File: config.mk
export PLATFORM = sky130hd
export DESIGN_NAME = thermistor_table_linearizer_core
export DESIGN_NICKNAME = d
export VERILOG_FILES = /design/src/rtl/ttlin_pkg.sv /design/src/rtl/ttlin_sub_unit.sv /design/src/rtl/ttlin_seq.sv /design/src/rtl/thermistor_table_linearizer_core.sv
export SDC_FILE = /design/constraint.sdc
export NUM_CORES = 1
export LEC_CHECK = 0
export ABC_CLOCK_PERIOD_IN_PS = 19450
export BUFFER_PORTS_ARGS = -buffer_cell sky130_fd_sc_hd__buf_2
export CAP_MARGIN = 20
export CORE_ASPECT_RATIO = 1.1
export CORE_UTILIZATION = 50
export CTS_CLUSTER_SIZE = 28
export DETAILED_ROUTE_END_ITERATION = 6
export PLACE_DENSITY = 0.76
export SETUP_SLACK_MARGIN = 0.5
export SYNTH_ARGS = -nofsm -noshare
export SYNTH_HDL_FRONTEND = slang
export SYNTH_SLANG_ARGS = --single-unit
export TNS_END_PERCENT = 1
File: constraint.sdc
create_clock -name clk -period 19.45 [get_ports clk]
set_input_delay 3.89 -clock clk [delete_from_list [all_inputs] [get_ports clk]]
set_output_delay 3.89 -clock clk [all_outputs]
set_load 0.02 [all_outputs]
File: src/rtl/ttlin_pkg.sv
// ----------------------------------------------------------------------------
// ttlin_pkg
// Shared types, constants and the calibration ROM for the NTC thermistor
// table linearizer.
// ----------------------------------------------------------------------------
package ttlin_pkg;

  localparam int ROM_LEN           = 101;
  localparam int TABLE_ENTRIES_DEF = 101;
  localparam int SAMPLE_W          = 12;
  localparam int TEMP_W            = 11;
  localparam int IDX_W             = $clog2(ROM_LEN + 1);
  localparam int UNIT_W            = 16;
  localparam int QUO_W             = 4;
  localparam int BIT_W             = $clog2(QUO_W);
  localparam int STEP_TENTHS       = 10;
  localparam int BASE_TENTHS       = 300;
  localparam int S_TDATA_W         = 16;
  localparam int M_TDATA_W         = 16;

  // calibration codes, one per degree from -30 C, strictly descending
  localparam logic [SAMPLE_W-1:0] NTC_ROM [ROM_LEN] = '{
    12'd3924, 12'd3915, 12'd3906, 12'd3896, 12'd3886, 12'd3876, 12'd3865, 12'd3853,
    12'd3842, 12'd3829, 12'd3817, 12'd3804, 12'd3790, 12'd3776, 12'd3761, 12'd3746,
    12'd3730, 12'd3714, 12'd3698, 12'd3682, 12'd3663, 12'd3644, 12'd3626, 12'd3606,
    12'd3586, 12'd3566, 12'd3545, 12'd3523, 12'd3501, 12'd3478, 12'd3455, 12'd3431,
    12'd3407, 12'd3382, 12'd3356, 12'd3330, 12'd3304, 12'd3277, 12'd3249, 12'd3221,
    12'd3192, 12'd3163, 12'd3134, 12'd3104, 12'd3073, 12'd3042, 12'd3011, 12'd2979,
    12'd2947, 12'd2914, 12'd2881, 12'd2848, 12'd2815, 12'd2781, 12'd2747, 12'd2713,
    12'd2678, 12'd2643, 12'd2608, 12'd2573, 12'd2538, 12'd2503, 12'd2467, 12'd2432,
    12'd2397, 12'd2361, 12'd2325, 12'd2290, 12'd2255, 12'd2219, 12'd2184, 12'd2149,
    12'd2107, 12'd2079, 12'd2044, 12'd2010, 12'd1975, 12'd1941, 12'd1907, 12'd1874,
    12'd1840, 12'd1807, 12'd1774, 12'd1742, 12'd1710, 12'd1678, 12'd1647, 12'd1615,
    12'd1585, 12'd1554, 12'd1524, 12'd1495, 12'd1466, 12'd1437, 12'd1409, 12'd1381,
    12'd1353, 12'd1326, 12'd1299, 12'd1273, 12'd1247
  };

  typedef enum logic [2:0] {
    ST_IDLE,
    ST_SEARCH,
    ST_DIFF_X,
    ST_DIFF_DEN,
    ST_DIVIDE,
    ST_FINISH
  } state_t;

  typedef enum logic [2:0] {
    OP_NONE,
    OP_SEARCH,
    OP_RESOLVE,
    OP_DIFF_X,
    OP_DIFF_DEN,
    OP_DIVIDE
  } op_t;

  typedef struct packed {
    logic in_ready;
    op_t  op;
    logic load_out;
  } ctl_t;

  typedef struct packed {
    logic search_done;
    logic edge_hit;
    logic div_last;
    logic out_free;
  } stat_t;

  function automatic logic [SAMPLE_W-1:0] rom_code(input logic [IDX_W-1:0] idx);
    logic [SAMPLE_W-1:0] code;
    code = '0;
    if (int'(idx) < ROM_LEN) begin
      code = NTC_ROM[idx];
    end
    return code;
  endfunction

endpackage

File: src/rtl/ttlin_sub_unit.sv
// ----------------------------------------------------------------------------
// ttlin_sub_unit
// Shared subtract/compare unit: difference and borrow (a < b).
// ----------------------------------------------------------------------------
module ttlin_sub_unit (
  input  logic [ttlin_pkg::UNIT_W-1:0] a,
  input  logic [ttlin_pkg::UNIT_W-1:0] b,
  output logic [ttlin_pkg::UNIT_W-1:0] diff,
  output logic                         borrow
);
  import ttlin_pkg::*;

  logic [UNIT_W:0] wide;

  assign wide   = {1'b0, a} - {1'b0, b};
  assign diff   = wide[UNIT_W-1:0];
  assign borrow = wide[UNIT_W];

endmodule

File: src/rtl/ttlin_seq.sv
// ----------------------------------------------------------------------------
// ttlin_seq
// Sequencer: binary search, span differences, restoring division, result load.
// ----------------------------------------------------------------------------
module ttlin_seq (
  input  logic                 clk,
  input  logic                 rst,
  input  logic                 s_tvalid,
  input  ttlin_pkg::stat_t     stat,
  output ttlin_pkg::ctl_t      ctl
);
  import ttlin_pkg::*;

  state_t state;
  state_t state_next;

  always_ff @(posedge clk) begin
    if (rst) begin
      state <= ST_IDLE;
    end else begin
      state <= state_next;
    end
  end

  always_comb begin
    state_next = state;
    unique case (state)
      ST_IDLE: begin
        if (s_tvalid) state_next = ST_SEARCH;
      end
      ST_SEARCH: begin
        if (stat.search_done) begin
          state_next = stat.edge_hit ? ST_FINISH : ST_DIFF_X;
        end
      end
      ST_DIFF_X:   state_next = ST_DIFF_DEN;
      ST_DIFF_DEN: state_next = ST_DIVIDE;
      ST_DIVIDE: begin
        if (stat.div_last) state_next = ST_FINISH;
      end
      ST_FINISH: begin
        if (stat.out_free) state_next = ST_IDLE;
      end
      default: state_next = ST_IDLE;
    endcase
  end

  always_comb begin
    ctl.in_ready = 1'b0;
    ctl.op       = OP_NONE;
    ctl.load_out = 1'b0;
    unique case (state)
      ST_IDLE:     ctl.in_ready = 1'b1;
      ST_SEARCH:   ctl.op = stat.search_done ? OP_RESOLVE : OP_SEARCH;
      ST_DIFF_X:   ctl.op = OP_DIFF_X;
      ST_DIFF_DEN: ctl.op = OP_DIFF_DEN;
      ST_DIVIDE:   ctl.op = OP_DIVIDE;
      ST_FINISH:   ctl.load_out = stat.out_free;
      default:     ctl.op = OP_NONE;
    endcase
  end

`ifndef NO_ASSERTIONS
  a_ready_only_idle: assert property (@(posedge clk) disable iff (rst)
    ctl.in_ready |-> (ctl.op == OP_NONE && !ctl.load_out))
    else $error("ready raised while an item is in work");

  a_accept_leaves_idle: assert property (@(posedge clk) disable iff (rst)
    (s_tvalid && ctl.in_ready) |=> (state == ST_SEARCH))
    else $error("accepted item did not start the search");

  a_finish_holds: assert property (@(posedge clk) disable iff (rst)
    (state == ST_FINISH && !stat.out_free) |=> (state == ST_FINISH))
    else $error("result dropped while output register busy");
`endif

endmodule

File: src/rtl/thermistor_table_linearizer_core.sv
// ----------------------------------------------------------------------------
// thermistor_table_linearizer_core
// NTC ADC code to temperature in signed tenths of a degree, by binary search
// of a descending calibration ROM and ceiling-rounded linear interpolation.
//
//   channel  dir  payload                                   handshake
//   s_*      in   tdata[11:0] adc_sample                    tvalid/tready
//   m_*      out  tdata[10:0] temp_tenths, tuser clamped_high tvalid/tready
//
// One item at a time; samples outside the table skip the span differences
// and division. s_tready comes back the cycle after the result is loaded.
// Steps with the full table: 6 or 7 search compares, 1 resolve, 2 span
// differences, 4 restoring division steps, 1 load; the compares, differences
// and division use the one shared 16-bit subtractor. A stalled m_tready
// holds the finished result and the sequencer waits before loading the next
// one. s_tready is low during reset. Reset clears only control state.
// ----------------------------------------------------------------------------
module thermistor_table_linearizer_core #(
  parameter int TABLE_ENTRIES = ttlin_pkg::TABLE_ENTRIES_DEF
) (
  input  logic                            clk,
  input  logic                            rst,
  input  logic                            s_tvalid,
  output logic                            s_tready,
  input  logic [ttlin_pkg::S_TDATA_W-1:0] s_tdata,   // [11:0] adc_sample
  output logic                            m_tvalid,
  input  logic                            m_tready,
  output logic [ttlin_pkg::M_TDATA_W-1:0] m_tdata,   // [10:0] temp_tenths
  output logic                            m_tuser    // [0] clamped_high
);
  import ttlin_pkg::*;

  localparam int N_USED = (TABLE_ENTRIES > ROM_LEN) ? ROM_LEN : TABLE_ENTRIES;
  localparam logic [IDX_W-1:0] N_IDX    = IDX_W'(N_USED);
  localparam logic [IDX_W-1:0] LAST_IDX = IDX_W'(N_USED - 1);
  localparam logic signed [TEMP_W-1:0] TEMP_MIN = TEMP_W'(-BASE_TENTHS);
  localparam logic signed [TEMP_W-1:0] TEMP_MAX =
    TEMP_W'((N_USED - 1) * STEP_TENTHS - BASE_TENTHS);

  ctl_t  ctl;
  stat_t stat;

  logic [SAMPLE_W-1:0] sample;
  logic [IDX_W-1:0]    lo;
  logic [IDX_W-1:0]    hi;
  logic [UNIT_W-1:0]   rem;
  logic [SAMPLE_W-1:0] den;
  logic [QUO_W-1:0]    q;
  logic [BIT_W-1:0]    bitcnt;
  logic                interp;
  logic                clamp;

  logic [TEMP_W-1:0]   temp_out;
  logic                clamp_out;

  logic [IDX_W:0]      mid_sum;
  logic [IDX_W-1:0]    mid;
  logic [IDX_W-1:0]    lo_m1;
  logic [UNIT_W-1:0]   op_a;
  logic [UNIT_W-1:0]   op_b;
  logic [UNIT_W-1:0]   diff;
  logic                borrow;
  logic [SAMPLE_W-1:0] x;
  logic [UNIT_W-1:0]   rem_init;
  logic [QUO_W-1:0]    frac;
  logic [TEMP_W-1:0]   temp_calc;
  logic                accept;

  assign accept   = s_tvalid && s_tready;
  assign s_tready = ctl.in_ready && !rst;

  assign mid_sum = {1'b0, lo} + {1'b0, hi};
  assign mid     = mid_sum[IDX_W:1];
  assign lo_m1   = lo - IDX_W'(1);

  assign stat.search_done = (lo == hi);
  assign stat.edge_hit    = (lo == '0) || (lo == N_IDX);
  assign stat.div_last    = (bitcnt == '0);
  assign stat.out_free    = !m_tvalid || m_tready;

  ttlin_seq u_seq (
    .clk      (clk),
    .rst      (rst),
    .s_tvalid (s_tvalid),
    .stat     (stat),
    .ctl      (ctl)
  );

  always_comb begin
    op_a = '0;
    op_b = '0;
    unique case (ctl.op)
      OP_SEARCH: begin
        op_a = UNIT_W'(rom_code(mid));
        op_b = UNIT_W'(sample);
      end
      OP_DIFF_X: begin
        op_a = UNIT_W'(sample);
        op_b = UNIT_W'(rom_code(lo));
      end
      OP_DIFF_DEN: begin
        op_a = UNIT_W'(rom_code(lo_m1));
        op_b = UNIT_W'(rom_code(lo));
      end
      OP_DIVIDE: begin
        op_a = rem;
        op_b = UNIT_W'(den) << bitcnt;
      end
      default: begin
        op_a = '0;
        op_b = '0;
      end
    endcase
  end

  ttlin_sub_unit u_sub (
    .a      (op_a),
    .b      (op_b),
    .diff   (diff),
    .borrow (borrow)
  );

  // ceil(10x/den) = floor((10x-1)/den) + 1, x >= 1 here
  assign x        = diff[SAMPLE_W-1:0];
  assign rem_init = UNIT_W'({x, 3'b000}) + UNIT_W'({x, 1'b0}) - UNIT_W'(1);

  always_ff @(posedge clk) begin
    if (accept) begin
      sample <= s_tdata[SAMPLE_W-1:0];
      lo     <= '0;
      hi     <= N_IDX;
    end
    unique case (ctl.op)
      OP_SEARCH: begin
        // first entry strictly below the sample
        if (borrow) begin
          hi <= mid;
        end else begin
          lo <= mid + IDX_W'(1);
        end
      end
      OP_RESOLVE: begin
        clamp  <= (lo == N_IDX);
        interp <= (lo != '0) && (lo != N_IDX);
        if (lo == N_IDX) lo <= LAST_IDX;
      end
      OP_DIFF_X: rem <= rem_init;
      OP_DIFF_DEN: begin
        den    <= diff[SAMPLE_W-1:0];
        q      <= '0;
        bitcnt <= BIT_W'(QUO_W - 1);
      end
      OP_DIVIDE: begin
        if (!borrow) begin
          rem       <= diff;
          q[bitcnt] <= 1'b1;
        end
        bitcnt <= bitcnt - BIT_W'(1);
      end
      default: begin
      end
    endcase
  end

  assign frac      = (interp && den != '0) ? (q + QUO_W'(1)) : '0;
  assign temp_calc = TEMP_W'(lo) * TEMP_W'(STEP_TENTHS) - TEMP_W'(BASE_TENTHS)
                     - TEMP_W'(frac);

  always_ff @(posedge clk) begin
    if (rst) begin
      m_tvalid <= 1'b0;
    end else if (ctl.load_out) begin
      m_tvalid <= 1'b1;
    end else if (m_tready) begin
      m_tvalid <= 1'b0;
    end
  end

  always_ff @(posedge clk) begin
    if (ctl.load_out) begin
      temp_out  <= temp_calc;
      clamp_out <= clamp;
    end
  end

  assign m_tdata = {{(M_TDATA_W - TEMP_W){1'b0}}, temp_out};
  assign m_tuser = clamp_out;

`ifndef NO_ASSERTIONS
  a_search_bounds: assert property (@(posedge clk) disable iff (rst)
    (ctl.op == OP_SEARCH) |-> (lo < hi && hi <= N_IDX))
    else $error("search window out of order");

  a_quotient_range: assert property (@(posedge clk) disable iff (rst)
    (ctl.load_out && interp) |-> (q <= QUO_W'(STEP_TENTHS - 1)))
    else $error("interpolation quotient out of range");

  a_clamp_value: assert property (@(posedge clk) disable iff (rst)
    (m_tvalid && m_tuser) |-> ($signed(m_tdata[TEMP_W-1:0]) == TEMP_MAX))
    else $error("clamped result not at table top");

  a_temp_range: assert property (@(posedge clk) disable iff (rst)
    m_tvalid |-> ($signed(m_tdata[TEMP_W-1:0]) >= TEMP_MIN &&
                  $signed(m_tdata[TEMP_W-1:0]) <= TEMP_MAX))
    else $error("temperature outside table range");
`endif

endmodule

# --- Word level (Yosys, flattened, before mapping) ---
# Memory sizes are Yosys's and may differ from the RTL's.
# Index checks and enable logic that the tools add are counted.
classes:
  addsub: 10
  mul: 1
  n_lt_le_gt_ge: 8
  eq_ne: 18
  n_shift: 1
  mux: 38
  bitwise: 4
  reduce_logical: 21
op_table:
  columns: ["operator", "n"]
  rows:
  - ["12-bit 2-to-1 mux", 9]
  - ["16-bit one-hot mux with 4 select lines", 1]
  - ["16-bit one-hot mux with 3 select lines", 1]
  - ["7-bit 2-to-1 mux", 6]
  - ["16-bit one-hot mux with 2 select lines", 1]
  - ["8-bit >= comparator (second input constant)", 3]
  - ["7-bit NOT with 8-bit output", 3]
  - ["7-bit less-than comparator (second input constant)", 3]
  - ["3-bit one-hot mux with 6 select lines", 1]
  - ["16-bit by 16-bit subtractor with 17-bit output", 1]
  - ["15-bit by 13-bit adder with 16-bit output", 1]
  - ["16-bit 2-to-1 mux", 1]
  - ["12-bit by 2-bit left shift with 16-bit output", 1]
  - ["16-bit by 1-bit subtractor with 16-bit output (second input constant)", 1]
  - ["3-bit 2-to-1 mux", 5]
  - ["7-bit one-hot mux with 2 select lines", 1]
  - ["3-bit by 2-bit == test with 1-bit output (second input constant)", 4]
  - ["3-bit == test (second input constant)", 4]
  - ["3-bit one-hot mux with 4 select lines", 1]
  - ["12-bit nonzero test", 1]
  - ["11-bit by 4-bit subtractor with 11-bit output", 1]
  - ["11-bit by 9-bit subtractor with 11-bit output (second input constant)", 1]
  - ["7-bit by 3-bit multiplier with 10-bit output (second input constant)", 1]
  - ["7-bit by 7-bit adder with 8-bit output", 1]
  - ["other kinds (30)", 48]
totals:
  regBits: 78
  mem_bits_ro: 4608
  in_bits: 20
  out_inout_bits: 19
  wordCells: 117
  mem_count: 3
memory_table:
  columns: ["name", "words", "width", "rd", "rd_clocked_by_memory_dff", "write_ports", "line_no", "text"]
  rows:
  - ["(no name shown)", 128, 12, 1, 0, 0, "ttlin_pkg.sv:73", "code = NTC_ROM[idx];"]
  - ["(no name shown)", 128, 12, 1, 0, 0, "ttlin_pkg.sv:73", null]
  - ["(no name shown)", 128, 12, 1, 0, 0, "ttlin_pkg.sv:73", null]

# --- Depth between registers and ports, before layout ---
# Gate-level depths: netlist (run 1).
depth:
  depth_word: 11
  depth_mapped: 32
  depth_no_buf: 29

# --- Modules after synthesis ---
# From an unflattened synthesis (run 1), not the netlist that was laid out.
unflattened:
  cells_unflattened: 1479
  hier_area_um2: 11244.5
by_module_without_submodules:
  columns: ["module", "n_inst", "cells_each", "area_each_um2", "seq_area_each_um2"]
  rows:
  - ["thermistor_table_linearizer_core", 1, 1326, 10158.5, 2102.0]
  - ["ttlin_sub_unit", 1, 124, 839.6, 0.0]
  - ["ttlin_seq", 1, 29, 246.5, 60.1]

# --- Worst setup path before layout (run 1) ---
# Ideal clock, no wire load.
synth_timing:
  path_kind: "input port to output port"
  start: "in rst"
  end: "out s_tready"
  t_arrival_ns: 4.584
  t_required_ns: 15.560
  path_slack_ns: 10.976
  path_stages: 1
  n_path_buf: 0
  path_cell_list: "nor4_1"
synth_via:
  elab_chain_cells: 2
synth_lines:
  columns: ["element", "line_no", "text"]
  rows:
  - ["from (decl)", "thermistor_table_linearizer_core.sv:22", "input logic rst,"]
  - ["1-bit logical NOT", "thermistor_table_linearizer_core.sv:70", "assign s_tready = ctl.in_ready && !rst;"]
  - ["1-bit logical AND", "thermistor_table_linearizer_core.sv:70", null]
  - ["to (decl)", "thermistor_table_linearizer_core.sv:24", "output logic s_tready,"]
# No other way between the ends.

# --- Worst setup path after layout (run 1) ---
layout_timing:
  start: "reg lo[0]"
  end: "reg rem[15], data pin"
layout_via:
  elab_chain_cells: 11
  word_cells_on_any_way: 35
  classes_between: "add/sub (5); order compare (3); eq/ne (5); mux (15); bitwise (3); reduce/logical (1); memory (3)"
layout_lines:
  columns: ["element", "line_no", "text"]
  rows:
  - ["from (decl)", "thermistor_table_linearizer_core.sv:44", "logic [IDX_W-1:0] lo;"]
  - ["from (signal assigned)", "thermistor_table_linearizer_core.sv:139", "lo <= mid + IDX_W'(1);"]
  - ["7-bit by 1-bit subtractor with 7-bit output / 7-bit by 7-bit adder with 8-bit output (equally long branches)", "thermistor_table_linearizer_core.sv:74, thermistor_table_linearizer_core.sv:72", null]
  - ["7-bit NOT with 8-bit output (not written as such)", "ttlin_pkg.sv:73", null]
  - ["memory read 128 x 12 bit", null, null]
  - ["12-bit 2-to-1 mux (not written as such) (2 in a row)", "ttlin_pkg.sv:73", null]
  - ["12-bit 2-to-1 mux", "ttlin_pkg.sv:72", "if (int'(idx) < ROM_LEN) begin"]
  - ["16-bit one-hot mux with 4 select lines", "thermistor_table_linearizer_core.sv:92", "unique case (ctl.op)"]
  - ["16-bit by 16-bit subtractor with 17-bit output", "ttlin_sub_unit.sv:15", "assign wide = {1'b0, a} - {1'b0, b};"]
  - ["15-bit by 13-bit adder with 16-bit output", "thermistor_table_linearizer_core.sv:125", "assign rem_init = UNIT_W'({x, 3'b000}) + UNIT_W'({x, 1'b0}) - UNIT_W'(1);"]
  - ["16-bit by 1-bit subtractor with 16-bit output", "thermistor_table_linearizer_core.sv:125", null]
  - ["16-bit one-hot mux with 2 select lines (*)", "thermistor_table_linearizer_core.sv:133", "unique case (ctl.op)"]
  - ["to (signal assigned)", "thermistor_table_linearizer_core.sv:147", "OP_DIFF_X: rem <= rem_init;"]
  - ["to (signal assigned)", "thermistor_table_linearizer_core.sv:155", "rem <= diff;"]
  - ["to (decl)", "thermistor_table_linearizer_core.sv:46", "logic [UNIT_W-1:0] rem;"]
# Every way passes the cells marked *; elsewhere a longest branch is shown, timed or not. The select of a mux whose other input is x is not followed.
# A chain may end at the register's enable or synchronous reset.

==> run_results.csv, run 1 <==
group,metric,value,unit
worst_hold_path,holdPathEnd,"hi[4]",
global_route,grt_pass1_wl,53800,um
logic_synthesis,synth-seq-area-share,19.8,%
final_layout,nFillCells,1979,
clock_network,cts-root-buf,"clkbuf_16",
drt,vias,11439,
clock_network,clk_path_buf_depth,2,
final_layout,final_area,11500,sq um
final_layout,layout.nets,1538,
worst_hold_path,hp-class,"reg2reg",
timing,max-slew-margin-rel,24.0,%
clock_network,htreeDepth,3,
logic_synthesis,syn_area_per_cell,7.55,sq um
worst_hold_path,min_from,"hi[4]",
final_layout,diodes,0,
timing,tightest_slew,1.13,ns
timing,fin_crit_sh,46.0,%
worst_hold_path,holdPathStages,2,
global_route,met3_usage,4.29,%
critical_path,reg2reg_depth,29,
timing,fin_crit,8.95,ns
critical_path,crit_slowest_cell,"ha_1",
logic_synthesis,ys.flop_type,"edfxtp_1",
die,coreArea,21400,sq um
critical_path,r2r-start,"lo[0]",
global_route,grt_pass1_vias,10059,
clock_network,cts_resized,0,
critical_path,crit_fanout,31,
logic_synthesis,syn_area,10900,sq um
drt,drt-total-wl,34000,um
drt,antenna_left,0,
die,initial_core_util,51.2,%
logic_synthesis,ys_warn_count,0,
logic_synthesis,yosysTopAreaCell,"edfxtp_1",
timing,drv_slew,0,
clock_network,cts_setup_buffers,0,
clock_network,clk_latency,0.34,ns
clock_network,cts_made_buffers,9,
critical_path,crit_type,"reg2reg",
final_layout,syn_to_final_growth,5.09,%
critical_path,crit_required,19.52,ns
critical_path,rrSetupSlack,10.50,ns
critical_path,cp-start-kind,"flip-flop",
clock_network,clock-sinks,78,
die,die-area,22500,sq um
global_route,grt_overflow,0,
global_route,track_usage,30.2,%
final_layout,drive_above_1_share,8.26,%
job,drv_cap,0,
critical_path,arrival,9.02,ns
outcome,outcome,"finished clean",
critical_path,slowest_delay,0.85,ns
logic_synthesis,synth_edf_count,60,
timing,finalHoldViolations,0,
timing,fin_setup_tns,0,ns
clock_network,ctsHoldBuffers,0,
critical_path,cp_common_cell,"ha_1",
timing,finalClockSkew,0.0104,ns
logic_synthesis,yosysTopAreaCellShare,16.5,%
placement,portBuffers,29,
drt,dr.pass1.iters,7,
logic_synthesis,ys_top_cells_by_area,"edfxtp_1, ha_1, o21ai_0",
logic_synthesis,synth_common_cells,"nand2_1, nor2_1, o21ai_0",
drt,initialDrtViolationCount,2137,
critical_path,end_kind,"flip-flop",
die,die_h,157,um
logic_synthesis,yosys_register_bits,78,
logic_synthesis,synth_most_common_cell,"nand2_1",
placement,placed_cell_area,11200,sq um
global_route,antenna_found_initial,0,
global_route,busiest_layer,"met2",
global_route,grt_max_degree,66,
logic_synthesis,yosysUniqueCellTypes,95,
placement,gp_congestion,0.952,
drt,post_drt_wl_per_cell,20.1,um
die,ios,39,
critical_path,reg2reg_to,"rem[15]",
placement,dp.final_hpwl,23900,um
clock_network,cts_tree,"yes",
clock_network,cts.clk_slew.worst_paths,0.07,ns
die,dieWidth,143,um
drt,via_per_inst,6.75,
die,rows,56,
timing,rsz0062_at_grt,"false",
logic_synthesis,synthArstFlopShare,0,%
global_route,grt.met1_usage,41.2,%
logic_synthesis,syn_inst,1448,
drt,drc,0,
timing,setup_violations,0,
timing,clock.fmax,112,MHz
global_route,met2_usage,47.2,%
[flip-flops by register name, indices dropped and copies added, names as in the netlist, 2 cells and up]
| name | count |
|---|---|
| rem | 16 |
| hi | 7 |
| den | 12 |
| q | 4 |
| bitcnt | 2 |
| temp_out | 11 |
| u_seq.state | 3 |
| lo | 7 |
| sample | 12 |
[layer usage]
metal | vias up | wire length [um]
li1 | 5303 | -
met1 | 5263 | 13800
met2 | 746 | 15200
met3 | 127 | 3450
met4 | 0 | 1600
met5 | - | 0
[how the worst max path moves through the flow]
stage	start	endpoint	slack, ns	cells after the start
floorplan	rst	s_tready	10.98	1
global placement	lo[0]	rem[15]	10.94	28
detailed placement	lo[0]	rem[15]	10.70	28
CTS	lo[0]	rem[15]	10.70	28
global route	lo[0]	rem[15]	9.98	29
finish	lo[0]	rem[15]	10.50	29
[kinds of logic (layout without fill, tap and decap cells)]
kind of cell,count (synthesis),count (layout),synth area share [%]
AOI/OAI and AO/OA,528,528,31.9
adders and majority gates,120,120,14.1
xor gates and xnor gates,54,54,4.32
DFF,78,78,19.8
muxes,32,32,3.59
and+or+nand+nor,459,459,19.5
buffers and inverters,176,128,6.68
other,1,5,0.0343
[layout by cell type, fill, tap and decap left out, types with 17 or more instances in the layout]
cell | netlist | final
xor2_1 | 19 | 19
inv_1 | 52 | 52
ha_1 | 113 | 113
nor2_1 | 139 | 139
o211ai_1 | 31 | 31
a211oi_1 | 29 | 29
a21oi_1 | 120 | 120
nand2_1 | 148 | 148
edfxtp_1 | 60 | 60
buf_4 | 7 | 26
a31oi_1 | 27 | 27
mux2i_1 | 19 | 19
nor3_1 | 38 | 38
buf_2 | 28 | 29
o21a_1 | 17 | 17
nand3_1 | 32 | 32
xnor2_1 | 35 | 32
o21ai_0 | 133 | 132
[through the flow]
step	utilization (%)	instances	hold slack [ns]	setup slack [ns]
finish	53.8	1694	0.480	10.50
global placement	52.3	1677	0.449	10.94
floorplan	-	1452	0.400	10.98
detailed placement	52.3	1677	0.466	10.70
CTS	53.6	1693	0.477	10.70
global route	53.8	1694	0.490	9.98
[cell type report]
type / instances / area, sq um / share of cell area, %
clock buffers: 9 / 225 / 1.96
clock inverters: 7 / 71.3 / 0.621
inverters: 56 / 210 / 1.83
multi-input cells: 1198 / 8090 / 70.4
flip-flops and latches: 78 / 2170 / 18.9
well taps: 290 / 363 / 3.16
repair buffers: 56 / 368 / 3.20
[critical path: cells and delay by family, from the launching register on]
| kind | cells | cell delay, ns |
|---|---|---|
| AO/OA/AOI/OAI | 12 | 2.87 |
| adder cells (fa/ha/maj) | 6 | 2.82 |
| buffers and inverters | 4 | 1.20 |
| AND/OR/NAND/NOR | 4 | 0.82 |
| XOR/XNOR | 2 | 0.55 |
| flip-flops | 1 | 0.31 |
| multiplexers | 1 | 0.08 |
Power of run 1 is left out: the tool's default activity adds up to more than one toggle a clock period on the data nets, which glitch-free logic cannot reach.
==> run 2, diff against run 1 <==
Settings changed: ABC_CLOCK_PERIOD_IN_PS 19450 to 7750, PLACE_DENSITY 0.76 to 0.78.
Clock period 19.45 ns to 7.75 ns, I/O delays scaled along.
==> run 2 against run 1 <==
Compared with the run above: the flow now finishes with violations (design-rule violations); critical path depth grew 2; clock skew fell by 0.00091 ns; fmax is 29% higher; sequential share of layout area fell by 0.61 points; non-clock buffer count rose by 28; final cell count up 1.7%; via count is 1.4% higher; utilization rose by 1.8 points; first-iteration DRC count fell by 12%; die area stayed put.
==> run_results.csv, run 2 (synthesized netlist as in run 1, its figures left out) <==
group,metric,value,unit
outcome,outcome,"finished, violations left",
outcome,violations,"design-rule violations",
critical_path,crit_required,7.82,ns
die,initial_core_util,51.2,%
clock_network,clk_latency,0.35,ns
global_route,track_usage,31.8,%
drt,vias,11599,
final_layout,layout_common_cells,"nand2_1, nor2_1, o21ai_0, a21oi_1, ha_1",
timing,max-slew-margin-rel,32.7,%
timing,drv_slew,0,
clock_network,cts.clk_slew.worst_paths,0.07,ns
critical_path,crit_slowest_cell,"a2111oi_2",
timing,fin_setup_tns,0,ns
global_route,grt_max_degree,65,
final_layout,final_area,11900,sq um
final_layout,syn_to_final_growth,8.60,%
job,drv_cap,0,
drt,post_drt_wl_per_cell,20.9,um
drt,drc,2,
clock_network,cts_tree,"yes",
final_layout,largest_reg_flops,16,
critical_path,end_kind,"flip-flop",
final_layout,final_util,55.6,%
timing,setup_violations,0,
timing,fin_crit,6.94,ns
final_layout,layout.nets,1566,
timing,clock.fmax,144,MHz
clock_network,clk_path_buf_depth,2,
critical_path,rrSetupSlack,0.81,ns
die,die_h,157,um
placement,placed_cell_area,11300,sq um
clock_network,cts-root-buf,"clkbuf_16",
final_layout,drive_above_1_share,11.2,%
global_route,grt_pass1_vias,10350,
die,coreArea,21400,sq um
die,ios,39,
final_layout,nFillCells,1943,
global_route,grt_pass1_wl,56200,um
final_layout,regArea,2170,sq um
drt,initialDrtViolationCount,1889,
final_layout,top_register,"rem",
die,rows,56,
final_layout,reg_top3,"rem x16, den x12, sample x12",
worst_hold_path,hp-class,"reg2reg",
clock_network,clock-sinks,78,
global_route,antenna_found_initial,0,
timing,finalHoldViolations,0,
final_layout,diodes,0,
final_layout,multi_input_comb_area,8220,sq um
clock_network,cts_made_buffers,9,
timing,tightest_slew,1.01,ns
critical_path,crit_fanout,22,
drt,drt-total-wl,36000,um
timing,rsz0062_at_grt,"false",
critical_path,crit_type,"reg2reg",
placement,gp_congestion,1.00,
placement,portBuffers,29,
timing,fin_crit_sh,89.5,%
clock_network,ctsHoldBuffers,0,
global_route,grt_overflow,0,
die,die-area,22500,sq um
drt,antenna_left,0,
critical_path,cp_common_cell,"ha_1",
critical_path,arrival,7.01,ns
clock_network,htreeDepth,3,
final_layout,final_common_cell,"nand2_1",
drt,dr.pass1.iters,7,
critical_path,cp-start-kind,"flip-flop",
die,dieWidth,143,um
placement,dp.final_hpwl,25700,um
drt,via_per_inst,6.74,
critical_path,slowest_delay,0.43,ns
timing,finalClockSkew,0.00945,ns
-- run 2: changes by cell type in the layout (fill, tap and decap cells not counted), moves of 3 or more --
cell / delta
buf_4: +24
buf_6: +4
o311ai_0: -3
xnor2_1: -3
-- run 2: path summary, 6_finish.rpt --
path,startpoint,to,cells past startpoint
worst max-delay path,lo[1],rem[15],31
worst min-delay path,clamp,m_tuser,0
worst max register to register,lo[1],rem[15],31
worst min register to register,clamp,m_tuser,0
-- run 2: layer usage --
layer  wire length [um]  up-vias  global-route usage, %  part of all wire (%)
li1                   -     5368                      -                     -
met1              14500     5361                   43.0                    40
met2              16400      760                   50.5                    46
met3               3510      110                   3.86                   9.7
met4               1510        0                   14.2                   4.2
met5                  0        -                      0                     0
-- run 2: critical path, delay by kind of cell (launching register included) --
kind	cells	cell delay, ns
AOI/OAI and AO/OA	12	2.99
xor gates and xnor gates	3	0.50
adders and majority gates	4	1.06
buffers and inverters	6	0.87
DFF	1	0.35
muxes	1	0.09
and+or+nand+nor	5	0.81
-- run 2: metrics by stage --
| stage | cells | worst slack, ns | hold WS (ns) |
|---|---|---|---|
| 6_report | 1722 | 0.811 | 0.437 |
| 5_1_grt | 1722 | 0.478 | 0.438 |
| 4_1_cts | 1713 | 0.515 | 0.434 |
| 3_5_place_dp | 1697 | 0.443 | 0.419 |
| 3_3_place_gp | 1697 | 0.558 | 0.427 |
| 2_1_floorplan | 1452 | 0.713 | 0.400 |
-- run 2: final cells by class --
cell class	instances	area share [%]
inverters	56	1.84
clock inverters	6	0.632
repair buffers	84	4.89
clock buffers	10	2.11
well taps	290	3.06
multi-input cells	1198	69.2
flip-flops and latches	78	18.2
-- run 2: timing repair --
item | 4_1_cts | 5_1_grt
resized for setup | 4 | 35
pin swaps | 0 | 6
setup endpoints to repair | 1 | 5
buffers inserted | 0 | 9
Power of run 2 is left out for the same reason.
